<file path="src/hdl/srp_pkg.sv">
// srp_pkg: beat types, status codes and character constants for the scale
// reply parser. No dependencies.
`default_nettype none

package srp_pkg;

    localparam int MAG_W = 40;
    localparam int DEC_W = 6;

    localparam logic [1:0] STATUS_OK      = 2'd0;
    localparam logic [1:0] STATUS_TIMEOUT = 2'd1;
    localparam logic [1:0] STATUS_INVALID = 2'd2;

    localparam logic [7:0] CH_NUL   = 8'h00;
    localparam logic [7:0] CH_MINUS = 8'h2D;
    localparam logic [7:0] CH_DOT   = 8'h2E;
    localparam logic [7:0] CH_COMMA = 8'h2C;
    localparam logic [7:0] CH_ZERO  = 8'h30;
    localparam logic [7:0] CH_NINE  = 8'h39;
    localparam logic [7:0] CH_G_UC  = 8'h47;
    localparam logic [7:0] CH_G_LC  = 8'h67;
    localparam logic [7:0] CH_N_UC  = 8'h4E;
    localparam logic [7:0] CH_N_LC  = 8'h6E;
    localparam logic [7:0] CH_R_UC  = 8'h52;
    localparam logic [7:0] CH_R_LC  = 8'h72;

    typedef struct packed {
        logic [7:0] rx_byte;
        logic       last_byte;
        logic       no_reply;
    } in_beat_t;

    typedef struct packed {
        logic [1:0]       status;
        logic [MAG_W-1:0] weight_magnitude;
        logic             weight_negative;
        logic [DEC_W-1:0] decimal_count;
        logic             unit_grains;
        logic             mantissa_saturated;
    } out_beat_t;

endpackage

`default_nettype wire

</file>
<file path="src/hdl/scale_response_parser.sv">
// scale_response_parser: parses an ASCII weighing-scale reply, one byte per beat.
// Depends on srp_pkg (beat types, status codes, character constants).
//
//  channel | signals                     | beat
//  --------+-----------------------------+-----------------------------------
//  in      | in_valid, in_ready, in_data | one reply byte, last / timeout flags
//  out     | out_valid, out_ready, out_data | one parsed weight per reply
//
// One byte is accepted per cycle unless a closing beat is held (below); a byte is
// parsed in the input register, and the result register is loaded as the closing
// beat leaves it. The per-byte mantissa multiply-add is the longest path.
// Reset clears all parser state at once; no clearing pass.
// A closing beat waits in the input register while the result register is
// still held by out_ready low; other bytes keep flowing.
`default_nettype none

module scale_response_parser #(
    parameter int MAX_REPLY_BYTES = 63,
    parameter int MANTISSA_BITS   = 40
) (
    input  wire logic              clk,
    input  wire logic              rst_n,
    input  wire logic              in_valid,
    output logic                   in_ready,
    input  wire srp_pkg::in_beat_t in_data,
    output logic                   out_valid,
    input  wire logic              out_ready,
    output srp_pkg::out_beat_t     out_data
);

    localparam int CNT_W = $clog2(MAX_REPLY_BYTES + 1);
    localparam int EXT_W = MANTISSA_BITS + 4;
    localparam int DEC_W = srp_pkg::DEC_W;

    logic                     in_valid_reg;
    srp_pkg::in_beat_t        in_data_reg;
    logic                     out_valid_reg, out_valid_next;
    srp_pkg::out_beat_t       out_data_reg, out_data_next;

    logic [MANTISSA_BITS-1:0] mant_reg, mant_next;
    logic [DEC_W-1:0]         dec_reg, dec_next;
    logic                     sep_reg, sep_next;
    logic                     stop_reg, stop_next;
    logic                     minus_reg, minus_next;
    logic                     prev_g_reg, prev_g_next;
    logic                     grains_reg, grains_next;
    logic [CNT_W-1:0]         cnt_reg, cnt_next;
    logic                     ended_reg, ended_next;
    logic                     ovf_reg, ovf_next;

    logic                     closing;
    logic                     advance;
    logic [7:0]               c;
    logic                     is_digit;
    logic [EXT_W-1:0]         mac;

    assign c        = in_data_reg.rx_byte;
    assign closing  = in_data_reg.no_reply | in_data_reg.last_byte;
    assign advance  = in_valid_reg & (~closing | ~out_valid_reg | out_ready);
    assign in_ready = ~in_valid_reg | advance;
    assign is_digit = (c >= srp_pkg::CH_ZERO) && (c <= srp_pkg::CH_NINE);

    // acc*10 + digit, overflow whenever the top bits are set
    assign mac = (EXT_W'(mant_reg) << 3) + (EXT_W'(mant_reg) << 1)
               + EXT_W'(c[3:0]);

    always_comb
    begin
        mant_next   = mant_reg;
        dec_next    = dec_reg;
        sep_next    = sep_reg;
        stop_next   = stop_reg;
        minus_next  = minus_reg;
        prev_g_next = prev_g_reg;
        grains_next = grains_reg;
        cnt_next    = cnt_reg;
        ended_next  = ended_reg;
        ovf_next    = ovf_reg;

        if (!in_data_reg.no_reply && !ended_reg
            && (cnt_reg < CNT_W'(MAX_REPLY_BYTES)))
        begin
            cnt_next = cnt_reg + 1'b1;
            if (c == srp_pkg::CH_NUL)
            begin
                ended_next = 1'b1;
            end
            else
            begin
                if (c == srp_pkg::CH_MINUS)
                begin
                    minus_next = 1'b1;
                end
                if (prev_g_reg && (c == srp_pkg::CH_N_LC || c == srp_pkg::CH_N_UC
                                   || c == srp_pkg::CH_R_LC || c == srp_pkg::CH_R_UC))
                begin
                    grains_next = 1'b1;
                end
                prev_g_next = (c == srp_pkg::CH_G_LC) || (c == srp_pkg::CH_G_UC);

                if (c == srp_pkg::CH_DOT || c == srp_pkg::CH_COMMA)
                begin
                    if (sep_reg)
                    begin
                        stop_next = 1'b1;
                    end
                    sep_next = 1'b1;
                end
                else if (is_digit && !stop_reg)
                begin
                    if (mac[EXT_W-1:MANTISSA_BITS] != '0)
                    begin
                        mant_next = '1;
                        ovf_next  = 1'b1;
                    end
                    else
                    begin
                        mant_next = mac[MANTISSA_BITS-1:0];
                    end
                    if (sep_reg && (dec_reg != '1))
                    begin
                        dec_next = dec_reg + 1'b1;
                    end
                end
            end
        end

        out_valid_next = out_valid_reg & ~out_ready;
        out_data_next  = out_data_reg;
        if (advance && closing)
        begin
            out_valid_next = 1'b1;
            out_data_next  = '0;
            if (in_data_reg.no_reply)
            begin
                out_data_next.status = srp_pkg::STATUS_TIMEOUT;
            end
            else if (!sep_next)
            begin
                out_data_next.status = srp_pkg::STATUS_INVALID;
            end
            else
            begin
                out_data_next.status             = srp_pkg::STATUS_OK;
                out_data_next.weight_magnitude   = srp_pkg::MAG_W'(mant_next);
                out_data_next.weight_negative    = minus_next;
                out_data_next.decimal_count      = dec_next;
                out_data_next.unit_grains        = grains_next;
                out_data_next.mantissa_saturated = ovf_next;
            end
            mant_next   = '0;
            dec_next    = '0;
            sep_next    = 1'b0;
            stop_next   = 1'b0;
            minus_next  = 1'b0;
            prev_g_next = 1'b0;
            grains_next = 1'b0;
            cnt_next    = '0;
            ended_next  = 1'b0;
            ovf_next    = 1'b0;
        end
    end

    always_ff @(posedge clk or negedge rst_n)
    begin
        if (!rst_n)
        begin
            in_valid_reg  <= 1'b0;
            out_valid_reg <= 1'b0;
            mant_reg      <= '0;
            dec_reg       <= '0;
            sep_reg       <= 1'b0;
            stop_reg      <= 1'b0;
            minus_reg     <= 1'b0;
            prev_g_reg    <= 1'b0;
            grains_reg    <= 1'b0;
            cnt_reg       <= '0;
            ended_reg     <= 1'b0;
            ovf_reg       <= 1'b0;
        end
        else
        begin
            if (in_ready)
            begin
                in_valid_reg <= in_valid;
            end
            out_valid_reg <= out_valid_next;
            if (advance)
            begin
                mant_reg   <= mant_next;
                dec_reg    <= dec_next;
                sep_reg    <= sep_next;
                stop_reg   <= stop_next;
                minus_reg  <= minus_next;
                prev_g_reg <= prev_g_next;
                grains_reg <= grains_next;
                cnt_reg    <= cnt_next;
                ended_reg  <= ended_next;
                ovf_reg    <= ovf_next;
            end
        end
    end

    // payload, no reset
    always_ff @(posedge clk)
    begin
        if (in_ready && in_valid)
        begin
            in_data_reg <= in_data;
        end
        out_data_reg <= out_data_next;
    end

    assign out_valid = out_valid_reg;
    assign out_data  = out_data_reg;

endmodule

`default_nettype wire

</file>
<file path="config.mk">
export PLATFORM = sky130hd
export DESIGN_NAME = scale_response_parser
export DESIGN_NICKNAME = d
export VERILOG_FILES = /design/src/hdl/srp_pkg.sv /design/src/hdl/scale_response_parser.sv
export SDC_FILE = /design/constraint.sdc
export NUM_CORES = 1
export LEC_CHECK = 0
export ABC_AREA = 1
export BUFFER_PORTS_ARGS = -buffer_cell sky130_fd_sc_hd__buf_2
export CAP_MARGIN = 10
export CORE_MARGIN = 3
export CORE_UTILIZATION = 50
export DETAILED_ROUTE_END_ITERATION = 10
export GPL_TIMING_DRIVEN = 0
export PLACE_DENSITY_LB_ADDON = 0.08
export SLEW_MARGIN = 20
export SYNTH_ARGS = -nofsm -noshare
export SYNTH_HDL_FRONTEND = slang
export SYNTH_SLANG_ARGS = --single-unit
</file>
<file path="constraint.sdc">
create_clock -name clk -period 7.75 [get_ports clk]
set_clock_uncertainty 0.1 [all_clocks]
set_input_delay 1.55 -clock clk [delete_from_list [all_inputs] [get_ports clk]]
set_output_delay 1.55 -clock clk [all_outputs]
set_load 0.1 [all_outputs]
</file>
==> results of run 1 <==
## worst reg2reg max path: stages (launching register included)
cell and delay [ps]:
edfxtp_1 510, fa_1 570, fa_1 550, nand2_1 100, nand3_1 100, nand3_1 80
nand2_1 180, nand2_1 140, nand3_2 140, nand2_1 160, nand3_1 80, nand2_1 70
nand2_1 80, nor2_4 190, buf_6 220, nand3_2 120, nand2_1 90, nor2_1 40
## cell usage in the layout (no fill, tap or decap), types with 2 or more instances in the layout
master | Yosys | routed
a21boi_0 | 3 | 3
a21o_1 | 2 | 2
a21oi_1 | 48 | 48
a31oi_1 | 6 | 6
and3_1 | 2 | 2
buf_2 | 2 | 67
buf_4 | 3 | 4
buf_6 | 4 | 4
clkbuf_1 | 16 | 17
clkbuf_16 | 0 | 18
clkinv_1 | 2 | 2
clkinv_2 | 0 | 2
clkinv_4 | 0 | 4
dfrtp_1 | 61 | 61
edfxtp_1 | 61 | 61
fa_1 | 2 | 2
ha_1 | 81 | 81
inv_1 | 149 | 148
inv_6 | 0 | 3
inv_8 | 0 | 2
nand2_1 | 370 | 370
nand2_2 | 3 | 3
nand3_1 | 77 | 77
nand3_2 | 27 | 27
nand3b_1 | 5 | 5
nand4_1 | 12 | 12
nor2_1 | 162 | 162
nor2_2 | 2 | 2
nor3_1 | 11 | 11
nor4_1 | 3 | 3
o21ai_0 | 29 | 29
o21ai_1 | 5 | 5
o21bai_1 | 7 | 7
o22ai_1 | 5 | 5
or2_1 | 3 | 3
or2_2 | 33 | 33
xnor2_1 | 21 | 21
xor2_1 | 10 | 10
## synth_stat cells (4+ instances only)
library cell	instances	area, sq um
a21oi_1	48	240
clkbuf_1	16	60.1
xor2_1	10	87.6
o22ai_1	5	31.3
o21ai_1	5	25.0
nor2_1	162	608
nand3_1	77	385
inv_1	149	559
o21ai_0	29	145
nand4_1	12	75.1
dfrtp_1	61	1530
xnor2_1	21	184
nand3_2	27	270
edfxtp_1	61	1830
buf_6	4	45.0
nor3_1	11	55.1
ha_1	81	1010
nand3b_1	5	37.5
nand2_1	370	1390
a31oi_1	6	37.5
or2_2	33	206
o21bai_1	7	52.6
## stage by stage
stage               power (mW)  instance area (sq um)  setup slack, ps  utilization [%]  hold WS (ps)
floorplan                0.997                   9150             3480                -           363
global placement          1.06                   9770             2540             55.5           384
detailed placement        1.07                   9790             3800             55.6           395
CTS                       1.86                  10400             3800             59.0           403
global route              1.91                  10400             3770             59.0           424
finish                    1.85                  10400             3800             59.0           399
## logic make-up (layout without fill, tap and decap cells)
logic type | after synthesis | count (layout) | share of synthesized area, %
adders and majority gates | 83 | 83 | 11.5
buffers and inverters | 176 | 275 | 7.70
and+or+nand+nor | 713 | 713 | 34.2
AOI/OAI and AO/OA | 111 | 111 | 6.90
DFF | 122 | 122 | 36.7
xor gates and xnor gates | 31 | 31 | 2.97
## power breakdown
group / switching [mW] / total (mW) / internal, mW / leakage, nW
sequential: 0.0155 / 0.734 / 0.718 / 1.45
combinational: 0.268 / 0.318 / 0.0494 / 3.59
clock: 0.327 / 0.795 / 0.468 / 0.287
total: 0.611 / 1.85 / 1.24 / 5.32
## worst min path at each step
stage               start         end  slack (ps)  depth (start not counted)
2_1_floorplan  cnt_reg[5]  cnt_reg[5]         360                          2
3_3_place_gp   cnt_reg[5]  cnt_reg[5]         380                          2
3_5_place_dp   cnt_reg[5]  cnt_reg[5]         400                          2
4_1_cts          stop_reg    stop_reg         400                          1
5_1_grt        cnt_reg[5]  cnt_reg[5]         420                          2
6_report         stop_reg    stop_reg         400                          1
## layer usage
metal  wire length, um  up-vias
met1             11800     3802
met4               485        0
li1                  -     4181
met3              1110       37
met2             11100      178
met5                 0        -
## final cells by class
type	count	area [sq um]	share of cell area, %
clock buffers	19	454	4.38
clock inverters	13	131	1.27
well taps	225	282	2.71
flip-flops and latches	122	3360	32.4
repair buffers	67	353	3.40
inverters	151	569	5.49
plain buffers	25	138	1.33
multi-input cells	938	5090	49.1
==> key figures, run 1 <==
Outcome
  • Status: finished clean

Critical path
  • Reg2reg setup slack: around 4000 ps
  • Worst setup EP type: output pin
  • Reg-to-reg critical path endpoint: out_data[40]
  • CP Launch Type: primary input
  • Type of the worst setup path: in -> out
  • Setup crit end: in_ready
  • CP dominant cell by count: buf_2
  • Data required time of the worst path: 6100 ps
  • Reg-to-Reg Start: c[3]
  • Crit path max fanout: 3
  • Crit path DAT: between 2000 and 2500 ps
  • Slowest cell on crit path: buf_2
  • CP Launch Point: out_ready
  • Crit path buffers/inverters: 3
  • CP peak stage delay: 450 ps
  • Critical path depth: 4
  • Crit-path cells: buf_2 -> inv_1 -> nand4_1 -> buf_2
  • CP delay by family, top: buffers and inverters
  • Worst Reg-to-Reg Cells: 17

Yosys
  • Seq/Total Area, Yosys: a little under two fifths
  • Ys flop type: edfxtp_1
  • Synth cell types: 42
  • Post-synthesis cell count: between 1,000 and 1,500
  • Ys Warns: 0
  • Net Count, Synth: 1,333
  • Synth async-reset ratio: 50.0%
  • Synthesized flop and latch total: between 100 and 150
  • Synthesized cell area: 9150 sq um
  • Syn avg cell area: 7.41 sq um
  • EDFF count, synth: 61

STA
  • Final Cycle Share: 51.0%
  • RSZ-0062 raised after global routing: no
  • Final min period: 3950 ps
  • Setup violators final: 0
  • Sum Neg Setup Slack: 0 ps
  • Max Clk Rate: roughly 0.25 GHz
  • Worst rel slew slack: 50.7%
  • Max-slew violations: 0
  • Final Hold Vio Count: 0
  • Measured slew at the worst slew-check pin: about 740 ps

Placement
  • Post-detail-place hpwl: between 15,000 and 20,000 um
  • Port Buf Inserts: 66
  • Routability cong.: 0.950
  • Placed cells: 1,528

Layout
  • Max reg flops: 51
  • Area grow syn2layout: 13.4%
  • Fillers: between 1,500 and 2,000
  • Nets: between 1,000 and 1,500
  • Fin cells: 1,560
  • Share of cells above drive strength 1: 13.2%
  • Number of inserted diodes: 0

Clocking
  • CTS buffer count: 17
  • Hold Buf Count CTS: 0
  • Clk Latency, worst-skew pair: approximately 430 ps
  • CTS tree: yes
  • Postcts setup bufs: 0
  • Clock Sinks: 122
  • Htree depth: 4
  • Clk pin slew, worst setup/hold paths: 60 ps
  • CTS resizes: 0
  • Root Buffer: clkbuf_16
  • Bufs on Longest Clock Path: 2

Route
  • Detailed-route via count: 8,198
  • First drt pass iteration count: 6
  • Post-Route WL: ~24,000 um
  • Vias per cell: 5.26
  • Final ANT Viol Nets: 0
  • Drt initial violations: 557
  • Wire length per cell: 15.7 um
  • DR DRC count: 0

Floorplanning
  • Core ar.: 17,600 sq um
  • Initial Util: a little over half
  • Die area: 20,000 sq um
  • Die Ht: 141 um
  • Die W: 141 um
  • Ports: 67
  • Row count: 48

Global route
  • Global route overflow: 0
  • All-layer global routing usage: 25.3%
  • Global-route wire length before repair: 40,200 um
  • Initial antenna violation count: 0
  • Grt met3 use: 4.42%
  • Gr busiest metal: met2
  • Grt met2 use: 40.4%
  • Via count of the first global-routing pass: 8,022
  • GR Layer Usage met1: 35.3%
  • Largest net degree at the start of global routing: 57

Min path
  • HP Class: reg -> reg

Power and ir drop
  • Leakage: 5.32 nW
  • Max IR drop VDD: 0.171 mV
  • PwrDens: 178 nW/um^2

Run
  • Maxcap violations: 0
Note: power is estimated with default switching activity, not from simulation.
==> run 2: changes to the inputs <==
clock period = 3.3 ns   (was 7.75 ns; I/O delays follow)
==> run 2 against run 1 <==
  * Register-to-register slack worse by 3900 ps
  * Critical path depth up 14
  * Combinational power rose to 2.5 times the previous value
  * Worst hold slack worse by 360 ps
  * Sequential power up 130%
  * Power up 140%
  * Flip-flop and latch count unchanged
  * Largest cell class unchanged
  * Highest routed layer unchanged
==> key figures, run 2 (synthesis results as in run 1) <==
Clocking
  • Clock Sinks: 122 (unchanged)
  • CTS buffer count: 17 (unchanged)
  • Clk Latency, worst-skew pair: 430 ps (about the same)
  • Bufs on Longest Clock Path: 2 (unchanged)
  • Hold Buf Count CTS: 0 (unchanged)
  • Root Buffer: clkbuf_16
  • CTS tree: yes
  • Clk pin slew, worst setup/hold paths: 60 ps (about the same)
  • Htree depth: 4 (unchanged)

Critical path
  • Setup crit end: out_data[9]
  • Data required time of the worst path: 3380 ps (-2720 ps)
  • Reg-to-reg critical path endpoint: out_data[9]
  • Worst setup EP type: flop
  • Worst Reg-to-Reg Cells: 18 (+1)
  • Crit path DAT: 3330 ps (+1030 ps)
  • Type of the worst setup path: reg -> reg
  • CP Launch Point: c[3]
  • Reg-to-Reg Start: c[3]
  • Reg2reg setup slack: 50 ps (-3920 ps)
  • CP Launch Type: flop
  • Crit path max fanout: 8 (+5)

STA
  • Measured slew at the worst slew-check pin: 688 ps (-51.5 ps)
  • Final Hold Vio Count: 0 (unchanged)
  • Sum Neg Setup Slack: 0 ps (unchanged)
  • Final min period: between 3000 and 4000 ps
  • Worst rel slew slack: 54.0% (+3.3 points)
  • Max Clk Rate: 0.307 GHz
  • Max-slew violations: 0 (unchanged)
  • Setup violators final: 0 (unchanged)
  • RSZ-0062 raised after global routing: yes
  • Final Cycle Share: 98.6%

Layout
  • Share of cells above drive strength 1: 21.1% (+8.0 points)
  • Area grow syn2layout: 21.1%
  • Max reg flops: 51 (unchanged)
  • Final instance area: 11,100 sq um (+6.8%)
  • Highest-count cells in the layout ignoring fill and taps: nand2_1, inv_1, nor2_1
  • Most common cell after layout, fill and taps aside: nand2_1
  • Nets: 1,441 (+1.6%)
  • Core Util, Final: 63.0% (+4.0 points)
  • Fin cells: 1,583 (+1.5%)

Global route
  • Largest net degree at the start of global routing: 39 (-32%)
  • Global route overflow: 0 (unchanged)
  • Global-route wire length before repair: 40,700 um (+1.1%)
  • Via count of the first global-routing pass: 8,050 (+0.35%)
  • All-layer global routing usage: 25.5% (+0.20 points)
  • Initial antenna violation count: 0 (unchanged)

Placement
  • Placed cells: 1,529 (+0.065%)
  • Post-detail-place hpwl: 19,100 um (-0.30%)
  • Dpl cell area: 9810 sq um (+0.22%)
  • Routability cong.: 0.968 (+1.8%)
  • Port Buf Inserts: 66 (unchanged)

Power and ir drop
  • Max IR drop VDD: 0.341 mV (+99%)
  • Leakage: 5.52 nW (+3.7%)
  • Total chip power: 4.38 mW (+140%)
  • PwrDens: 395 nW/um^2 (+120%)

Floorplanning
  • Core ar.: 17,600 sq um (unchanged)
  • Die W: 141 um (unchanged)
  • Ports: 67 (unchanged)
  • Row count: 48 (unchanged)
  • Die area: 20,000 sq um (unchanged)
  • Die Ht: 141 um (unchanged)
  • Initial Util: 52.0% (unchanged)

Route
  • Detailed-route via count: 8,293 (+1.2%)
  • DR DRC count: 0 (unchanged)
  • Vias per cell: 5.24 (-0.31%)
  • Final ANT Viol Nets: 0 (unchanged)
  • First drt pass iteration count: 5 (-1)
  • Post-Route WL: 25,300 um (+3.4%)
  • Wire length per cell: 16.0 um (+1.9%)
  • Drt initial violations: 511 (-8.3%)

Min path
  • HP Class: in -> async

Run
  • Maxcap violations: 0 (unchanged)

Outcome
  • Status: finished clean
-- run 2: layout make-up --
type	count	area, sq um
flip-flops and latches	122	3360
repair buffers	89	582
diodes	1	2.50
clock inverters	13	131
well taps	225	282
plain buffers	25	168
clock buffers	19	453
inverters	151	571
multi-input cells	938	5540
fillers	1592	6510
-- run 2: worst min path at each step --
| stage | slack (ps) | to | start |
|---|---|---|---|
| floorplan | 260 | cnt_reg[0] | rst_n |
| global placement | 380 | cnt_reg[5] | cnt_reg[5] |
| detailed placement | 390 | stop_reg | stop_reg |
| CTS | 30 | mant_reg[12] | rst_n |
| global route | 60 | mant_reg[12] | rst_n |
| finish | 40 | mant_reg[12] | rst_n |
-- run 2: metal layers --
layer | part of all wire [%] | global-route usage (%) | wire length, um
met1 | 48 | 36.6 | 12300
met2 | 45 | 40.1 | 11400
met3 | 4.2 | 3.51 | 1050
met4 | 2.2 | 8.47 | 548
met5 | 0 | 0 | 0
-- run 2: metrics by stage --
| stage | hold slack (ps) | setup WS, ps |
|---|---|---|
| finish | 38.2 | 47.2 |
| global route | 60.1 | -79.2 |
| CTS | 33.2 | 5.45 |
| detailed placement | 394 | -423 |
| global placement | 384 | -430 |
| floorplan | 264 | 118 |
-- run 2: report_power, final --
group,internal (mW),switching [mW],leakage [nW]
Combinational,0.149,0.649,3.79
Sequential,1.69,0.0328,1.45
Clock,1.09,0.768,0.283
Total,2.93,1.45,5.52
-- run 2: timing repair --
action,CTS,global route
gates resized for setup,15,106
pin swaps,4,24
endpoints found under the setup margin,82,82
cloned,1,2
buffers inserted,9,9
-- run 2: worst max-delay path: stages (launching register included) --
cell and delay [ps]:
edfxtp_1 440, fa_2 540, fa_2 380, nand2_2 70, nand3_2 100, nand3_2 90, nand2_2 90, nand2_2 110
nand3_4 110, nand2_4 100, nand3_1 70, nand2_1 70, nand2_1 70, nor2_4 100, buf_12 170, buf_8 140
nand3_1 100, nand2_1 110, nor2_1 50
==> run 3: changes to the inputs <==
ABC_AREA = unset   (was 1)
BUFFER_PORTS_ARGS = unset   (was -buffer_cell sky130_fd_sc_hd__buf_2)
DONT_BUFFER_PORTS = 1   (was unset)
GPL_TIMING_DRIVEN = unset   (was 0)
==> run 3 against run 2 <==
  * The flow now finishes with violations (negative setup slack)
  * First-iteration DRC count is 24% higher
  * Critical path depth fell by 6
  * Wire length shrank 0.68%
  * Sequential power rose by 19%
  * Cell count shrank 22%
  * Combinational power down 76%
  * Critical path type unchanged
  * Largest cell class unchanged
==> key figures, run 3 <==
Clocking
  • Clk pin slew, worst setup/hold paths: 60 ps (about the same)
  • Clk Latency, worst-skew pair: 430 ps (about the same)
  • CTS buffer count: 17 (unchanged)
  • Bufs on Longest Clock Path: 2 (unchanged)
  • Root Buffer: clkbuf_16
  • Htree depth: 4 (unchanged)
  • Clock Sinks: 122 (unchanged)
  • CTS tree: yes

STA
  • RSZ-0062 raised after global routing: yes
  • Worst rel slew slack: 35.1% (-19 points)
  • Measured slew at the worst slew-check pin: 976 ps (+288 ps)
  • Final Worst Setup Slack: -547 ps (-595 ps)
  • Max Clk Rate: 0.260 GHz (-15%)
  • Max-slew violations: 0 (unchanged)
  • Final Cycle Share: 117% (+18 points)
  • Final Hold Vio Count: 0 (unchanged)
  • Setup violators final: 82 (+82)
  • Final min period: 3850 ps (+595 ps)

Layout
  • Final instance area: 10,700 sq um (-3.5%)
  • Most common cell after layout, fill and taps aside: buf_4
  • Max reg flops: 51 (unchanged)
  • Number of inserted diodes: 0 (-1)
  • Share of cells above drive strength 1: 28.0% (+6.8 points)
  • Core Util, Final: 67.1% (+4.1 points)
  • Highest-count cells in the layout ignoring fill and taps: buf_4, ha_1, nor2_1
  • Area grow syn2layout: 30.6%
  • Nets: 1,106 (-23%)

Global route
  • All-layer global routing usage: 28.4% (+2.8 points)
  • Largest net degree at the start of global routing: 62 (+59%)
  • Global route overflow: 0 (unchanged)
  • Via count of the first global-routing pass: 7,581 (-5.8%)
  • Global-route wire length before repair: 40,200 um (-1.2%)
  • Initial antenna violation count: 1 (+1)

Critical path
  • Worst Reg-to-Reg Cells: 12 (-6)
  • CP Launch Type: flop
  • Crit path max fanout: 13 (+5)
  • Worst setup EP type: flop
  • Crit path DAT: 3900 ps (+570 ps)
  • Type of the worst setup path: reg -> reg
  • Data required time of the worst path: 3350 ps (-30 ps)
  • Reg-to-Reg Start: c[3]
  • CP Launch Point: c[3]

Yosys
  • Net Count, Synth: 916 (-31%)
  • Synth cell types: 73 (+74%)
  • Synth async-reset ratio: 50.0% (unchanged)
  • Seq/Total Area, Yosys: 41.0% (+4.3 points)
  • Most common cell in the synthesized netlist: ha_1
  • Ys Warns: 0 (unchanged)
  • Post-synthesis cell count: 819 (-34%)
  • Commonest cells in the netlist: ha_1, nor2_1, o21ai_0, dfrtp_1, edfxtp_1
  • Largest cells by area after synthesis: edfxtp_1, dfrtp_1, ha_1
  • Syn avg cell area: 10.0 sq um (+35%)
  • Synthesized cell area: 8190 sq um (-11%)
  • Ys flop type: edfxtp_1
  • Post-synth top area cell: edfxtp_1
  • Synthesized flop and latch total: 122 (unchanged)
  • EDFF count, synth: 61 (unchanged)
  • Post-synth top area share: 22.4% (+2.4 points)

Placement
  • Port Buf Inserts: 0 (-100%)
  • Dpl cell area: 9870 sq um (+0.61%)
  • Routability cong.: 0.971 (+0.30%)
  • Post-detail-place hpwl: 18,100 um (-5.3%)
  • Pre-CTS setup slack: -648 ps (-225 ps)

Floorplanning
  • Initial Util: 51.4% (-0.66 points)
  • Core ar.: 15,900 sq um (-9.4%)
  • Row count: 46 (-4.2%)
  • Die Ht: 134 um (-5.2%)
  • Die area: 17,900 sq um (-10%)
  • Ports: 67 (unchanged)
  • Die W: 134 um (-5.2%)

Power and ir drop
  • Max IR drop VDD: 0.350 mV (+2.5%)
  • Net Sw Power: 1.29 mW (-11%)
  • Clock Power Share: 46.2% (+3.7 points)
  • Total chip power: 4.15 mW (-5.3%)
  • Leakage: 5.18 nW (-6.1%)
  • Int Power: 2.86 mW (-2.3%)
  • Share of total power in sequential cells: 49.1% (+9.8 points)
  • Switch share: 31.0% (-2.1 points)
  • Logic pwr share: 4.7% (-14 points)
  • PwrDens: 388 nW/um^2 (-1.8%)

Run
  • Maxcap violations: 0 (unchanged)

Route
  • Vias per cell: 6.12 (+17%)
  • Detailed-route via count: 7,575 (-8.7%)
  • First drt pass iteration count: 5 (unchanged)
  • Post-Route WL: 25,100 um (-0.68%)
  • Drt initial violations: 636 (+24%)
  • DR DRC count: 0 (unchanged)
  • Wire length per cell: 20.3 um (+27%)
  • Final ANT Viol Nets: 0 (unchanged)

Outcome
  • Failing checks: negative setup slack
  • Status: finished, violations left

Min path
  • HP Class: in -> async
[run 3: changes by cell type in the layout (fill, tap and decap cells not counted), moves of 18 or more]
| cell | delta |
|---|---|
| nand2_1 | -275 |
| buf_4 | +188 |
| inv_1 | -136 |
| nor2_1 | -85 |
| buf_2 | -67 |
| nand3_1 | -60 |
| a31oi_1 | +44 |
| nand2_2 | -35 |
| a21o_1 | +31 |
| o21ai_0 | +31 |
| or2_2 | -31 |
| nand3_2 | -20 |
| ha_1 | +18 |
[run 3: kinds of logic after synthesis]
kind of cell / count (synthesis) / synth area share (%)
multiplexers: 1 / 0.122
buffers and inverters: 62 / 3.50
XOR/XNOR: 41 / 4.39
AO/OA/AOI/OAI: 294 / 25.0
flip-flops: 122 / 41.0
AND/OR/NAND/NOR: 216 / 13.1
adder cells (fa/ha/maj): 83 / 12.9
[run 3: through the flow]
step / hold slack [ps] / std cells / setup TNS, ps
after floorplan: 264 / 819 / -30190
after global placement: 267 / 1193 / -43000
after detailed placement: 267 / 1193 / -47680
after CTS: 15.8 / 1234 / -36970
after global routing: 26.1 / 1238 / -50110
final: 9.68 / 1238 / -40250
[run 3: layout make-up]
type | instances | area [sq um]
Inverter | 12 | 45.0
Timing Repair Buffer | 220 | 1750
Fill cell | 1243 | 5250
Clock inverter | 11 | 92.6
Sequential cell | 122 | 3360
Clock buffer | 21 | 514
Multi-Input combinational cell | 636 | 4660
Tap cell | 216 | 270
[run 3: critical path, cell delays in order, from the launching register on]
cell	delay [ps]
edfxtp_1	430
fa_2	610
fa_2	220
a21o_1	120
nand4_1	140
a21oi_2	220
o2111a_2	250
nor3_2	60
or4_4	530
a221oi_4	360
and2_4	250
buf_12	140
a31oi_1	120
[run 3: layer usage]
layer	share of wire (%)	global-route usage [%]	vias up
met3	6.8	7.09	37
met4	2.4	9.66	0
met2	47	45.8	262
met1	44	37.5	3708
li1	-	-	3568
met5	0	0	-
[run 3: timing repair]
item | 4_1_cts | 5_1_grt
cloned | 2 | 0
gates resized for setup | 11 | 10
endpoints found under the hold margin | 61 | 0
setup endpoints to repair | 82 | 82
setup buffers | 6 | 4
pin swaps | 6 | 7
hold buffers | 1 | 0
[run 3: power by group through the flow]
stage	sequential, mW	clock (mW)	combinational, mW
4_1_cts	2.04	1.94	0.192
5_1_grt	2.04	2.02	0.211
6_report	2.04	1.92	0.195
3_3_place_gp	2.07	0	0.165
3_5_place_dp	2.07	0	0.170
2_1_floorplan	2.07	0	0.0917
[run 3: final timing paths]
check                      slack [ps]        endpoint
hold reg to reg                   390      prev_g_reg
max in group asynchronous        2790    mant_reg[30]
setup reg to reg                 -550    out_data[41]
min in group clk                  230  in_data_reg[1]
setup / recovery                 -550    out_data[41]
hold / removal                     10     mant_reg[7]
